`config.mk`:
```
export PLATFORM = sky130hd
export DESIGN_NAME = overwriting_byte_ring_buffer
export DESIGN_NICKNAME = d
export VERILOG_FILES = /design/src/obrb_pkg.sv /design/src/obrb_ram.sv /design/src/overwriting_byte_ring_buffer.sv
export SDC_FILE = /design/constraint.sdc
export NUM_CORES = 1
export LEC_CHECK = 0
export BUFFER_PORTS_ARGS = -buffer_cell sky130_fd_sc_hd__buf_2
export CORE_MARGIN = 2
export CORE_UTILIZATION = 62
export DETAILED_ROUTE_END_ITERATION = 8
export GPL_TIMING_DRIVEN = 0
export PLACE_DENSITY_LB_ADDON = 0.12
export SYNTH_ARGS = -nofsm -noshare
export SYNTH_HDL_FRONTEND = slang
export SYNTH_HIERARCHICAL = 1
export SYNTH_SLANG_ARGS = --single-unit
```
`constraint.sdc`:
```
create_clock -name clock -period 4 [get_ports clock]
set_input_delay 0.4 -clock clock [delete_from_list [all_inputs] [get_ports clock]]
set_output_delay 0.4 -clock clock [all_outputs]
set_load 0.005 [all_outputs]
```
`src/obrb_pkg.sv`:
```
package obrb_pkg;

   localparam int KIND_W = 2;
   localparam int BYTE_W = 8;
   localparam int FILL_W = 6;

   localparam logic [KIND_W-1:0] KIND_WRITE = 2'd0;
   localparam logic [KIND_W-1:0] KIND_READ  = 2'd1;
   localparam logic [KIND_W-1:0] KIND_DUMP  = 2'd2;

   typedef enum logic [2:0] {
      ST_IDLE = 3'b001,
      ST_READ = 3'b010,
      ST_DUMP = 3'b100
   } seq_state_type;

   typedef struct packed {
      logic [BYTE_W-1:0] byte_out;
      logic              has_data;
      logic              is_last;
   } rsp_data_type;

endpackage

```
`src/obrb_ram.sv`:
```
module obrb_ram #(
   parameter int WIDTH = 8,
   parameter int DEPTH = 32
) (
   input  logic                     clock,
   input  logic                     wr_en,
   input  logic [$clog2(DEPTH)-1:0] wr_addr,
   input  logic [WIDTH-1:0]         wr_data,
   input  logic                     rd_en,
   input  logic [$clog2(DEPTH)-1:0] rd_addr,
   output logic [WIDTH-1:0]         rd_data
);

   logic [WIDTH-1:0] mem [DEPTH];
   logic [WIDTH-1:0] rd_data_ff;

   always_ff @(posedge clock) begin
      if (wr_en) begin
         mem[wr_addr] <= wr_data;
      end
      if (rd_en) begin
         rd_data_ff <= mem[rd_addr];
      end
   end

   assign rd_data = rd_data_ff;

endmodule

```
`src/overwriting_byte_ring_buffer.sv`:
```
// Byte ring buffer that overwrites its oldest byte when written while full.
// Request channel (req_*): one beat carries a kind and a byte. A write stores
// the byte, a read pops the oldest byte, a dump streams all held bytes oldest
// first without removing them. Unused kind codes are taken and dropped.
// Response channel (rsp_*): every beat reports the byte (if any), the fill
// count after the operation, full, empty, and is_last on the final beat of
// a request. A write, or a read or dump of an empty buffer, gives one status
// beat in the cycle after acceptance. A read of held data first reads the
// byte from the registered read of the byte store, then loads it into the
// output register. A dump streams one byte per cycle while rsp_stall is low,
// from the store's single read port.
// One request is in work at a time; req_stall is high until it has handed
// its last beat to the output register and that register is free. rsp_stall
// holds the output register and pauses the sequencer, never dropping a beat.
// Reset empties the buffer at once; stored bytes are not cleared.
module overwriting_byte_ring_buffer #(
   parameter int DEPTH = 32
) (
   input  logic                          clock,
   input  logic                          reset,
   input  logic                          req_valid,
   output logic                          req_stall,
   input  logic [obrb_pkg::KIND_W-1:0]   req_kind,
   input  logic [obrb_pkg::BYTE_W-1:0]   req_byte_in,
   output logic                          rsp_valid,
   input  logic                          rsp_stall,
   output logic [obrb_pkg::BYTE_W-1:0]   rsp_byte_out,
   output logic                          rsp_has_data,
   output logic [obrb_pkg::FILL_W-1:0]   rsp_fill_count,
   output logic                          rsp_is_full,
   output logic                          rsp_is_empty,
   output logic                          rsp_is_last
);

   import obrb_pkg::*;

   localparam int PTR_W = $clog2(DEPTH);
   localparam int CNT_W = $clog2(DEPTH + 1);

   function automatic logic [PTR_W-1:0] advance(input logic [PTR_W-1:0] p);
      return (p == PTR_W'(DEPTH - 1)) ? '0 : p + 1'b1;
   endfunction

   function automatic logic [CNT_W-1:0] held(input logic [PTR_W-1:0] wr,
                                             input logic [PTR_W-1:0] rd,
                                             input logic             full);
      logic [CNT_W-1:0] n;
      if (full) begin
         n = CNT_W'(DEPTH);
      end else if (wr >= rd) begin
         n = CNT_W'(wr - rd);
      end else begin
         n = CNT_W'(DEPTH) - CNT_W'(rd) + CNT_W'(wr);
      end
      return n;
   endfunction

   seq_state_type    state_ff, state_in;
   logic [PTR_W-1:0] wr_pos_ff, wr_pos_in;
   logic [PTR_W-1:0] rd_pos_ff, rd_pos_in;
   logic             full_ff, full_in;
   logic [PTR_W-1:0] dump_pos_ff, dump_pos_in;
   logic [CNT_W-1:0] dump_cnt_ff, dump_cnt_in;

   logic             rsp_valid_ff, rsp_valid_in;
   rsp_data_type     rsp_data_ff, rsp_data_in;
   logic [CNT_W-1:0] rsp_cnt_ff, rsp_cnt_in;
   logic             rsp_full_ff, rsp_full_in;

   logic              out_free;
   logic              req_accept;
   logic              load;
   logic [CNT_W-1:0]  cur_cnt;
   logic              ram_we;
   logic              ram_re;
   logic [PTR_W-1:0]  ram_raddr;
   logic [BYTE_W-1:0] ram_rdata;

   obrb_ram #(
      .WIDTH (BYTE_W),
      .DEPTH (DEPTH)
   ) u_store (
      .clock   (clock),
      .wr_en   (ram_we),
      .wr_addr (wr_pos_ff),
      .wr_data (req_byte_in),
      .rd_en   (ram_re),
      .rd_addr (ram_raddr),
      .rd_data (ram_rdata)
   );

   // The output register can take a beat when empty or when its beat leaves now.
   assign out_free   = !rsp_valid_ff || !rsp_stall;
   assign req_stall  = !((state_ff == ST_IDLE) && out_free);
   assign req_accept = req_valid && !req_stall;
   assign cur_cnt    = held(wr_pos_ff, rd_pos_ff, full_ff);

   always_comb begin
      state_in    = state_ff;
      wr_pos_in   = wr_pos_ff;
      rd_pos_in   = rd_pos_ff;
      full_in     = full_ff;
      dump_pos_in = dump_pos_ff;
      dump_cnt_in = dump_cnt_ff;
      ram_we      = 1'b0;
      ram_re      = 1'b0;
      ram_raddr   = rd_pos_ff;
      load        = 1'b0;
      rsp_data_in = rsp_data_ff;
      case (state_ff)
         ST_IDLE: begin
            if (req_accept) begin
               case (req_kind)
                  KIND_WRITE: begin
                     ram_we      = 1'b1;
                     wr_pos_in   = advance(wr_pos_ff);
                     rd_pos_in   = full_ff ? advance(rd_pos_ff) : rd_pos_ff;
                     full_in     = (wr_pos_in == rd_pos_in);
                     load        = 1'b1;
                     rsp_data_in = '{byte_out: '0, has_data: 1'b0, is_last: 1'b1};
                  end
                  KIND_READ, KIND_DUMP: begin
                     if (cur_cnt == '0) begin
                        load        = 1'b1;
                        rsp_data_in = '{byte_out: '0, has_data: 1'b0, is_last: 1'b1};
                     end else begin
                        ram_re      = 1'b1;
                        dump_pos_in = advance(rd_pos_ff);
                        dump_cnt_in = cur_cnt;
                        state_in    = (req_kind == KIND_READ) ? ST_READ : ST_DUMP;
                     end
                  end
                  default: begin
                  end
               endcase
            end
         end
         ST_READ: begin
            if (out_free) begin
               rd_pos_in   = advance(rd_pos_ff);
               full_in     = 1'b0;
               load        = 1'b1;
               rsp_data_in = '{byte_out: ram_rdata, has_data: 1'b1, is_last: 1'b1};
               state_in    = ST_IDLE;
            end
         end
         ST_DUMP: begin
            if (out_free) begin
               load        = 1'b1;
               rsp_data_in = '{byte_out: ram_rdata, has_data: 1'b1,
                               is_last: (dump_cnt_ff == CNT_W'(1))};
               if (dump_cnt_ff == CNT_W'(1)) begin
                  state_in = ST_IDLE;
               end else begin
                  // Fetch the next byte while this one goes out.
                  ram_re      = 1'b1;
                  ram_raddr   = dump_pos_ff;
                  dump_pos_in = advance(dump_pos_ff);
                  dump_cnt_in = dump_cnt_ff - 1'b1;
               end
            end
         end
         default: begin
            state_in = ST_IDLE;
         end
      endcase
   end

   // Status always reflects the buffer after the operation of this beat.
   assign rsp_valid_in = load || (rsp_valid_ff && rsp_stall);
   assign rsp_cnt_in   = held(wr_pos_in, rd_pos_in, full_in);
   assign rsp_full_in  = full_in;

   always_ff @(posedge clock) begin
      if (reset) begin
         state_ff     <= ST_IDLE;
         wr_pos_ff    <= '0;
         rd_pos_ff    <= '0;
         full_ff      <= 1'b0;
         dump_pos_ff  <= '0;
         dump_cnt_ff  <= '0;
         rsp_valid_ff <= 1'b0;
      end else begin
         state_ff     <= state_in;
         wr_pos_ff    <= wr_pos_in;
         rd_pos_ff    <= rd_pos_in;
         full_ff      <= full_in;
         dump_pos_ff  <= dump_pos_in;
         dump_cnt_ff  <= dump_cnt_in;
         rsp_valid_ff <= rsp_valid_in;
      end
   end

   always_ff @(posedge clock) begin
      if (load) begin
         rsp_data_ff <= rsp_data_in;
         rsp_cnt_ff  <= rsp_cnt_in;
         rsp_full_ff <= rsp_full_in;
      end
   end

   assign rsp_valid      = rsp_valid_ff;
   assign rsp_byte_out   = rsp_data_ff.byte_out;
   assign rsp_has_data   = rsp_data_ff.has_data;
   assign rsp_is_last    = rsp_data_ff.is_last;
   assign rsp_fill_count = FILL_W'(rsp_cnt_ff);
   assign rsp_is_full    = rsp_full_ff;
   assign rsp_is_empty   = (rsp_cnt_ff == '0);

endmodule

```
* After elaboration in Yosys (flattened, before gate mapping)
Memory sizes are Yosys's and may differ from the RTL's. A register that Yosys moved wholly into a read port is not among the register bits. Index checks and enable logic that the tools add are counted.
Storage, ports and cells: bits in registers 43, bits in writable memories 256, input bits 14, memories kept 1
Memories:
- u_store.mem | depth 32, width 8, rd ports 1, clocked after Yosys merged registers in 1, wr ports 1, line obrb_ram.sv:14 | logic [WIDTH-1:0] mem [DEPTH];
Operators by class: add/subtract/negate cells 10, order comparisons 2, eq/ne operators 19, mux-type cells 63, reductions and logical operators 18
Operator list (number):
- 5-bit 2-to-1 mux | 18
- 6-bit 2-to-1 mux | 8
- 10-bit 2-to-1 mux | 4
- 10-bit case mux with 3 select lines | 1
- 3-bit 2-to-1 mux | 7
- 10-bit case mux with 2 select lines | 1
- 5-bit case mux with 2 select lines | 2
- 1-bit 2-to-1 mux | 16
- 5-bit by 1-bit adder with 5-bit output (second input constant) | 3
- 5-bit equality test (second input constant) | 3
- 6-bit by 5-bit adder with 6-bit output | 2
- 6-bit logical NOT | 2
- 2-bit != test (second input constant) | 6
- 6-bit case mux with 2 select lines | 1
- 6-bit AND reduction | 2
- 5-bit by 5-bit subtractor with 6-bit output | 2
- 6-bit by 5-bit subtractor with 6-bit output (first input constant) | 2
- 5-bit greater-or-equal comparator | 2
- 3-bit case mux with 3 select lines | 1
- 1-bit case mux with 2 select lines | 4
- 7-bit AND reduction | 1
- 6-bit by 1-bit equality test with 1-bit output (second input constant) | 1
- 6-bit by 1-bit subtractor with 6-bit output (second input constant) | 1
- 5-bit equality test | 1
- 15 further kinds | 21

* Longest topological paths before layout
Gate-level depths: netlist of the first run.
depth after elaboration 10, gate-level depth with buffers 14, mapped depth without buffers 13

* Cells and area by module
Netlist of the first run, hierarchy kept.
Modules (own cells, without submodules):
- obrb_ram | times used 1, cells an instance 417, area an instance 10133.5 µm², seq. area each 7927.6 µm²
- overwriting_byte_ring_buffer | times used 1, cells an instance 325, area an instance 2974.1 µm², seq. area each 1031.0 µm²

* Least setup slack after synthesis of the first run
OpenSTA, ideal clock, no wires.
path kind reg-to-reg, start reg state_ff[2], end reg u_store.rd_data_ff[0], in the netlist u_store/rd_data[0], read port of u_store.mem, data pin, setup time 0.260 ns, arrival 2.851 ns, data required time 3.740 ns, path slack 0.889 ns, stages on the path, launching flop included 12, buffers on the path 3, clock period less this slack 3.111 ns, cell sequence dfxtp_1 -> buf_2 -> nor3b_2 -> o21ai_4 -> a21oi_4 -> nand2_1 -> o21ai_0 -> clkbuf_1 -> clkbuf_1 -> mux4_2 -> mux4_2 -> mux2_2
On the way: elaborated cells between the ends (all ways) 7, those cells by class 2 x eq/ne; 3 x mux; 2 x reduce/logical
RTL lines:
- from (decl) | line overwriting_byte_ring_buffer.sv:58 | seq_state_type state_ff, state_in;
- from (signal assigned) | line overwriting_byte_ring_buffer.sv:184 | state_ff <= state_in;
- 3-bit equality test | line overwriting_byte_ring_buffer.sv:110 | case (state_ff)
- 5-bit 2-to-1 mux | line overwriting_byte_ring_buffer.sv:110
- via ram_raddr[2] | line overwriting_byte_ring_buffer.sv:76 | logic [PTR_W-1:0] ram_raddr;
- to (decl) | line obrb_ram.sv:15 | logic [WIDTH-1:0] rd_data_ff;
The timed path passes the listed nets, and every way through them passes these cells. A chain may end at the register's enable or synchronous reset.

* Worst setup path after layout of the first run
start reg state_ff[2], end reg u_store.rd_data_ff[1], in the netlist u_store/rd_data[1], read port of u_store.mem, data pin
Same word-level chain as after synthesis.

==> flow_summary.toml, run 1 <==
[outcome]
status = "finished clean"

[drt]
route.detailed.drc = 0
final_antenna_net_count = 0
avgRoutedWirePerCell_um = 24.8
via_count = 7066
viasPerCell = 6.39
drt_iter0_markers = 464
wirelength_um = 27400
dr.pass1.iters = 5

[yosys]
synthesis.nets = 779
synth-warning-count = 6
muxShareOfSynthArea_pct = 15.4
synthSimpleGateAreaFrac_pct = 6.54
synthArstFlopShare_pct = 0
synth_area_per_cell_sq_um = 17.7
synthCells = 742
synth_top_family_by_area = "multiplexers"
synth_fa_ha_area_share_pct = 2.31
synthXorXnorAreaFrac_pct = 1.14
synth-compound-area-share_pct = 4.39
synth_edf_count = 281
synth-main-ff-cell = "edfxtp_1"
synth_cell_types = 70
seq_area_frac_synth_pct = 68.3
synth-seq-cells = 307
netlist_area_sq_um = 13100

[die]
die_width_um = 149
rows = 53
die-area_sq_um = 22300
die_h_um = 149
num_io_pins = 34
design.core.area_sq_um = 20900
start_util_pct = 62.7

[sta]
skew_ps = 15.5
rsz0062_at_grt = "false"
finalCritPeriodShare_pct = 96.1
final.setup.worst_slack_ps = 155
maxSlewHeadroom_pct = 39.4
finalMaxSlewViolations = 0
tightest_slew_ps = 905
finalHoldWorstSlack_ps = 238
fmax_mhz = 260
min_period_ps = 3840
setup_violations = 0
finalHoldViolCount = 0

[place]
port_buffers = 33
postPlaceCellArea_sq_um = 13600
place_inst = 1050
gp_congestion = 0.898
pre_cts_ws_ps = -16.3
dp_hpwl_um = 18700

[clock_tree]
clock_sinks = 307
post_cts.repair.setup_buffers = 0
post_cts_resized = 6
clockBufferDepth = 3
numCtsBuffers = 30
cts_max_level = 1
clk_latency_ps = 550
holdBufCountCts = 0
clk_pin_slew_ps = 60
clockRootBuffer = "clkbuf_16"
cts_tree = "yes"

[grt]
grtUsageTotal_pct = 25.8
grt_max_degree = 33
grt_pass1_wl_um = 42300
antenna_found_initial = 1
grt_overflow_total = 0
grt_pass1_vias = 7075

[power_and_ir_drop]
internal_power_uw = 5070
power_uw = 6320
power_density_nw_per_um2 = 435
power_frac_comb_pct = 2.5
ir_drop_mv = 0.492
p_seq_share_pct = 55.9
leakagePower_uw = 0.00475
power_switching_share_pct = 19.8
netSwitchingPower_uw = 1250
clkPwrFrac_pct = 41.6

[critical_path]
startpoint_type = "flip-flop"
cp_max_fo = 10
reg2reg_slack_ps = 160
criticalPathCategory = "flip-flop to flip-flop"
cp.required_ps = 4300
worst-endpoint-arrival_ps = 4150
crit_path_end_kind = "flip-flop"

[finish]
drive_gt1_share_pct = 24.6
syn_to_final_growth_pct = 11.0
final_cells = 1105
final_area_sq_um = 14600
mostFrequentLayoutCells = "edfxtp_1 (281), mux4_2 (80), nor2_1 (65)"
final_common_cell = "edfxtp_1"
nets = 844

[worst_hold_path]
hold_class = "input pin to flip-flop"

[run]
max-cap-violations = 0
-- critical path: stages, from the launching register on --
cell and delay, ps:
dfxtp_1 310, buf_2 180, nor3b_2 320, o21ai_4 110, a21oi_4 270, nand2_1 90
o21ai_0 90, clkbuf_1 550, buf_2 420, mux4_2 420, mux4_2 540, mux2_2 290
-- path summary, 6_finish.rpt --
| path | from | to | cells after the start |
|---|---|---|---|
| setup / recovery | state_ff[2]$_SDFFE_PP0P_ | u_store/rd_data[1]$_DFFE_PP_ | 11 |
| hold / removal | rsp_stall | state_ff[1]$_SDFFE_PP0P_ | 3 |
| setup reg to reg | state_ff[2]$_SDFFE_PP0P_ | u_store/rd_data[1]$_DFFE_PP_ | 11 |
| hold reg to reg | u_store/rd_data[6]$_DFFE_PP_ | rsp_byte_out[6]$_DFFE_PP_ | 1 |
-- power groups by stage --
stage	Sequential [uW]	Combinational, uW	Clock [uW]
2_1_floorplan	3600	75.6	0
3_3_place_gp	3600	151	0
3_5_place_dp	3600	161	0
4_1_cts	3530	162	2670
5_1_grt	3530	177	2800
6_report	3530	160	2630
-- synthesized netlist by cell type, types with 6 or more instances --
cell / number / area share [%]
inv_1: 19 / 0.54
nor3_1: 14 / 0.53
nor2b_1: 7 / 0.33
nor2_1: 65 / 1.9
and3_1: 7 / 0.33
mux2_2: 12 / 1.0
nand2b_1: 7 / 0.33
nand3b_1: 6 / 0.34
ha_1: 21 / 2.0
xnor2_1: 10 / 0.67
a21oi_1: 16 / 0.61
clkbuf_1: 16 / 0.46
mux2i_1: 8 / 0.61
buf_4: 6 / 0.34
xor2_1: 7 / 0.47
mux4_2: 80 / 14
o21ai_0: 14 / 0.53
nand3_1: 6 / 0.23
edfxtp_1: 281 / 64
dfxtp_1: 26 / 4.0
nand2_1: 24 / 0.69
and2_1: 13 / 0.62
-- logic make-up (layout without fill, tap and decap cells) --
group,after synthesis,after routing
flip-flops,307,307
AND/OR/NAND/NOR,169,169
adder cells (fa/ha/maj),23,23
buffers and inverters,53,140
AO/OA/AOI/OAI,73,73
multiplexers,100,100
other,0,1
XOR/XNOR,17,17
-- cell type report --
cell class,instances,area [sq um]
Inverter,20,75.1
Clock buffer,35,769
Multi-Input combinational cell,382,3900
Buffer,33,180
Sequential cell,307,8960
Clock inverter,19,154
Antenna cell,1,2.50
Fill cell,1308,6340
Tap cell,275,344
Timing Repair Buffer,33,165
-- flip-flops by register name (all words and copies together) (netlist names), 3 cells and up --
name             flops
dump_cnt_ff          6
u_store/mem        256
rd_pos_ff            5
dump_pos_ff          5
wr_pos_ff            5
rsp_byte_out         8
state_ff             3
u_store/rd_data      8
rsp_fill_count       6
-- per-stage QoR --
step | utilization (%) | setup TNS [ps]
after floorplan | - | 0
after global placement | 65.2 | 0
after detailed placement | 65.2 | -38.5
after CTS | 69.6 | 0
after global routing | 69.6 | 0
final | 69.7 | 0
-- metal layers --
layer | wire length [um] | global-route usage (%) | vias up | part of all wire (%)
li1 | - | - | 3094 | -
met1 | 11100 | 36.1 | 3626 | 41
met2 | 13500 | 42.5 | 299 | 49
met3 | 2120 | 4.77 | 47 | 7.7
met4 | 629 | 7.00 | 0 | 2.3
met5 | 0 | 0 | - | 0
Power figures use the tool's default switching activity.
==> inputs of run 2 (changes only) <==
ABC_AREA = 1   (was not set)
PLACE_DENSITY = 0.79   (was not set)
PLACE_DENSITY_LB_ADDON = not set   (was 0.12)
==> flow_summary.toml, run 2 <==
[finish]
final_cells = 1724
largest_reg_flops = 256
syn_to_final_growth_pct = 10.2
antenna_cells = 0
mostFrequentLayoutCells = "nand2_1 (459), edfxtp_1 (281), nand3_1 (228)"
utilization_pct = 69.9
final_common_cell = "nand2_1"
drive_gt1_share_pct = 10.7
regMostFlops = "u_store/mem"
nets = 1458

[sta]
finalMaxSlewViolations = 0
fmax_mhz = 272
min_period_ps = 3680
setup-tns-final_ps = 0
final.setup.worst_slack_ps = 324
setup_violations = 0
maxSlewHeadroom_pct = 32.7
finalCritPeriodShare_pct = 91.9
rsz0062_at_grt = "false"
tightest_slew_ps = 1010
skew_ps = 9.19
finalHoldViolCount = 0

[drt]
avgRoutedWirePerCell_um = 19.6
final_antenna_net_count = 0
route.detailed.drc = 0
viasPerCell = 5.92
via_count = 10200
drt_iter0_markers = 1289
dr.pass1.iters = 5
wirelength_um = 33800

[place]
gp_congestion = 0.956
pre_cts_ws_ps = 551
dp_hpwl_um = 22600
place_inst = 1669
port_buffers = 33

[critical_path]
reg2reg_slack_ps = 320
startpoint_type = "flip-flop"
criticalPathCategory = "flip-flop to flip-flop"
cp.required_ps = 4290
cp_max_fo = 10
worst-endpoint-arrival_ps = 3960
crit_path_end_kind = "flip-flop"

[grt]
antenna_found_initial = 0
grt_max_degree = 33
grtUsageTotal_pct = 28.9
grt_overflow_total = 0
grt_pass1_vias = 9638
grt_pass1_wl_um = 52100

[die]
num_io_pins = 34
design.core.area_sq_um = 22000
rows = 54
start_util_pct = 63.4
die-area_sq_um = 23700
die_width_um = 154
die_h_um = 154

[yosys]
yosysMostFrequentCell = "nand2_1"
yosys-top-cells-area = "edfxtp_1 (61%), nand2_1 (12%), nand3_1 (8.2%)"
synth_commonest_cells = "nand2_1 (459), edfxtp_1 (281), nand3_1 (228), nor2_1 (103), inv_1 (73)"
synth_edf_count = 281
synth-main-ff-cell = "edfxtp_1"
synth_area_per_cell_sq_um = 10.3
netlist.area_leader.share_pct = 60.6
netlist_area_sq_um = 13900
synthArstFlopShare_pct = 0
synthesis.nets = 1393
synth-seq-cells = 307
synth_cell_types = 42
synthCells = 1356
yosysTopAreaCell = "edfxtp_1"
seq_area_frac_synth_pct = 64.3
synth-warning-count = 6

[power_and_ir_drop]
leakagePower_uw = 0.00602
power_density_nw_per_um2 = 507
ir_drop_mv = 0.444
power_uw = 7790

[clock_tree]
cts_max_level = 1
clock_sinks = 307
holdBufCountCts = 0
post_cts.repair.setup_buffers = 0
clk_latency_ps = 550
clockRootBuffer = "clkbuf_16"
clk_pin_slew_ps = 70
clockBufferDepth = 3
post_cts_resized = 0
numCtsBuffers = 30
cts_tree = "yes"

[worst_hold_path]
hold_class = "input pin to flip-flop"

[outcome]
status = "finished clean"

[run]
max-cap-violations = 0
==> run 2: cell count changes in the layout (fill, tap and decap cells not counted), moves of 22 or more <==
cell and delta:
nand2_1 +435, buf_6 +22, inv_1 +54, nor2_1 +38, mux4_2 -80, nand3_1 +222
==> run 2: worst paths after layout <==
check / startpoint / to / cells after the start
setup reg to reg: state_ff[0]$_SDFFE_PP1P_ / u_store/rd_data[4]$_DFFE_PP_ / 18
setup / recovery: state_ff[0]$_SDFFE_PP1P_ / u_store/rd_data[4]$_DFFE_PP_ / 18
hold reg to reg: state_ff[0]$_SDFFE_PP1P_ / state_ff[0]$_SDFFE_PP1P_ / 2
hold / removal: reset / rd_pos_ff[0]$_SDFF_PP0_ / 2
==> run 2: metrics by stage <==
step | area (sq um) | hold WS, ps
after floorplan | 13900 | 419
after global placement | 14400 | 438
after detailed placement | 14400 | 435
after CTS | 15300 | 112
after global routing | 15300 | 129
final | 15300 | 151
==> run 2: cell families after synthesis <==
group,share of synthesized area [%]
DFF,64.3
xor gates and xnor gates,0.566
buffers and inverters,5.44
and+or+nand+nor,25.0
AOI/OAI and AO/OA,2.46
adders and majority gates,2.17
==> run 2: critical path, cell delays in order, from the launching register on <==
cell and delay, ps:
dfxtp_1 310, inv_1 140, nand3_2 200, inv_2 180, nand2_1 110, inv_2 90
nand2_1 190, buf_2 250, nand2_1 60, o21ai_0 160, inv_2 260, clkbuf_1 590
nand3_1 250, nand3_1 180, nand2_1 130, nand2_1 90, nand2_1 50, nand2_1 50
nand2_1 90
==> run 2: area by class of cell <==
cell class | instances | area [sq um]
Fill cell | 1575 | 6610
Buffer | 60 | 454
Clock buffer | 38 | 781
Sequential cell | 307 | 8960
Multi-Input combinational cell | 908 | 4210
Timing Repair Buffer | 33 | 165
Clock inverter | 17 | 123
Inverter | 81 | 304
Tap cell | 280 | 350
==> run 2: where the power goes <==
part | switching [uW] | internal, uW | total (uW)
clock network | 1140 | 1450 | 2590
registers | 87.3 | 3670 | 3760
logic | 948 | 490 | 1440
==> run 2: layer usage <==
layer,global-route usage [%],part of all wire [%]
met3,4.85,12
met4,8.01,2.0
met5,0,0
met1,42.2,40
met2,45.7,45
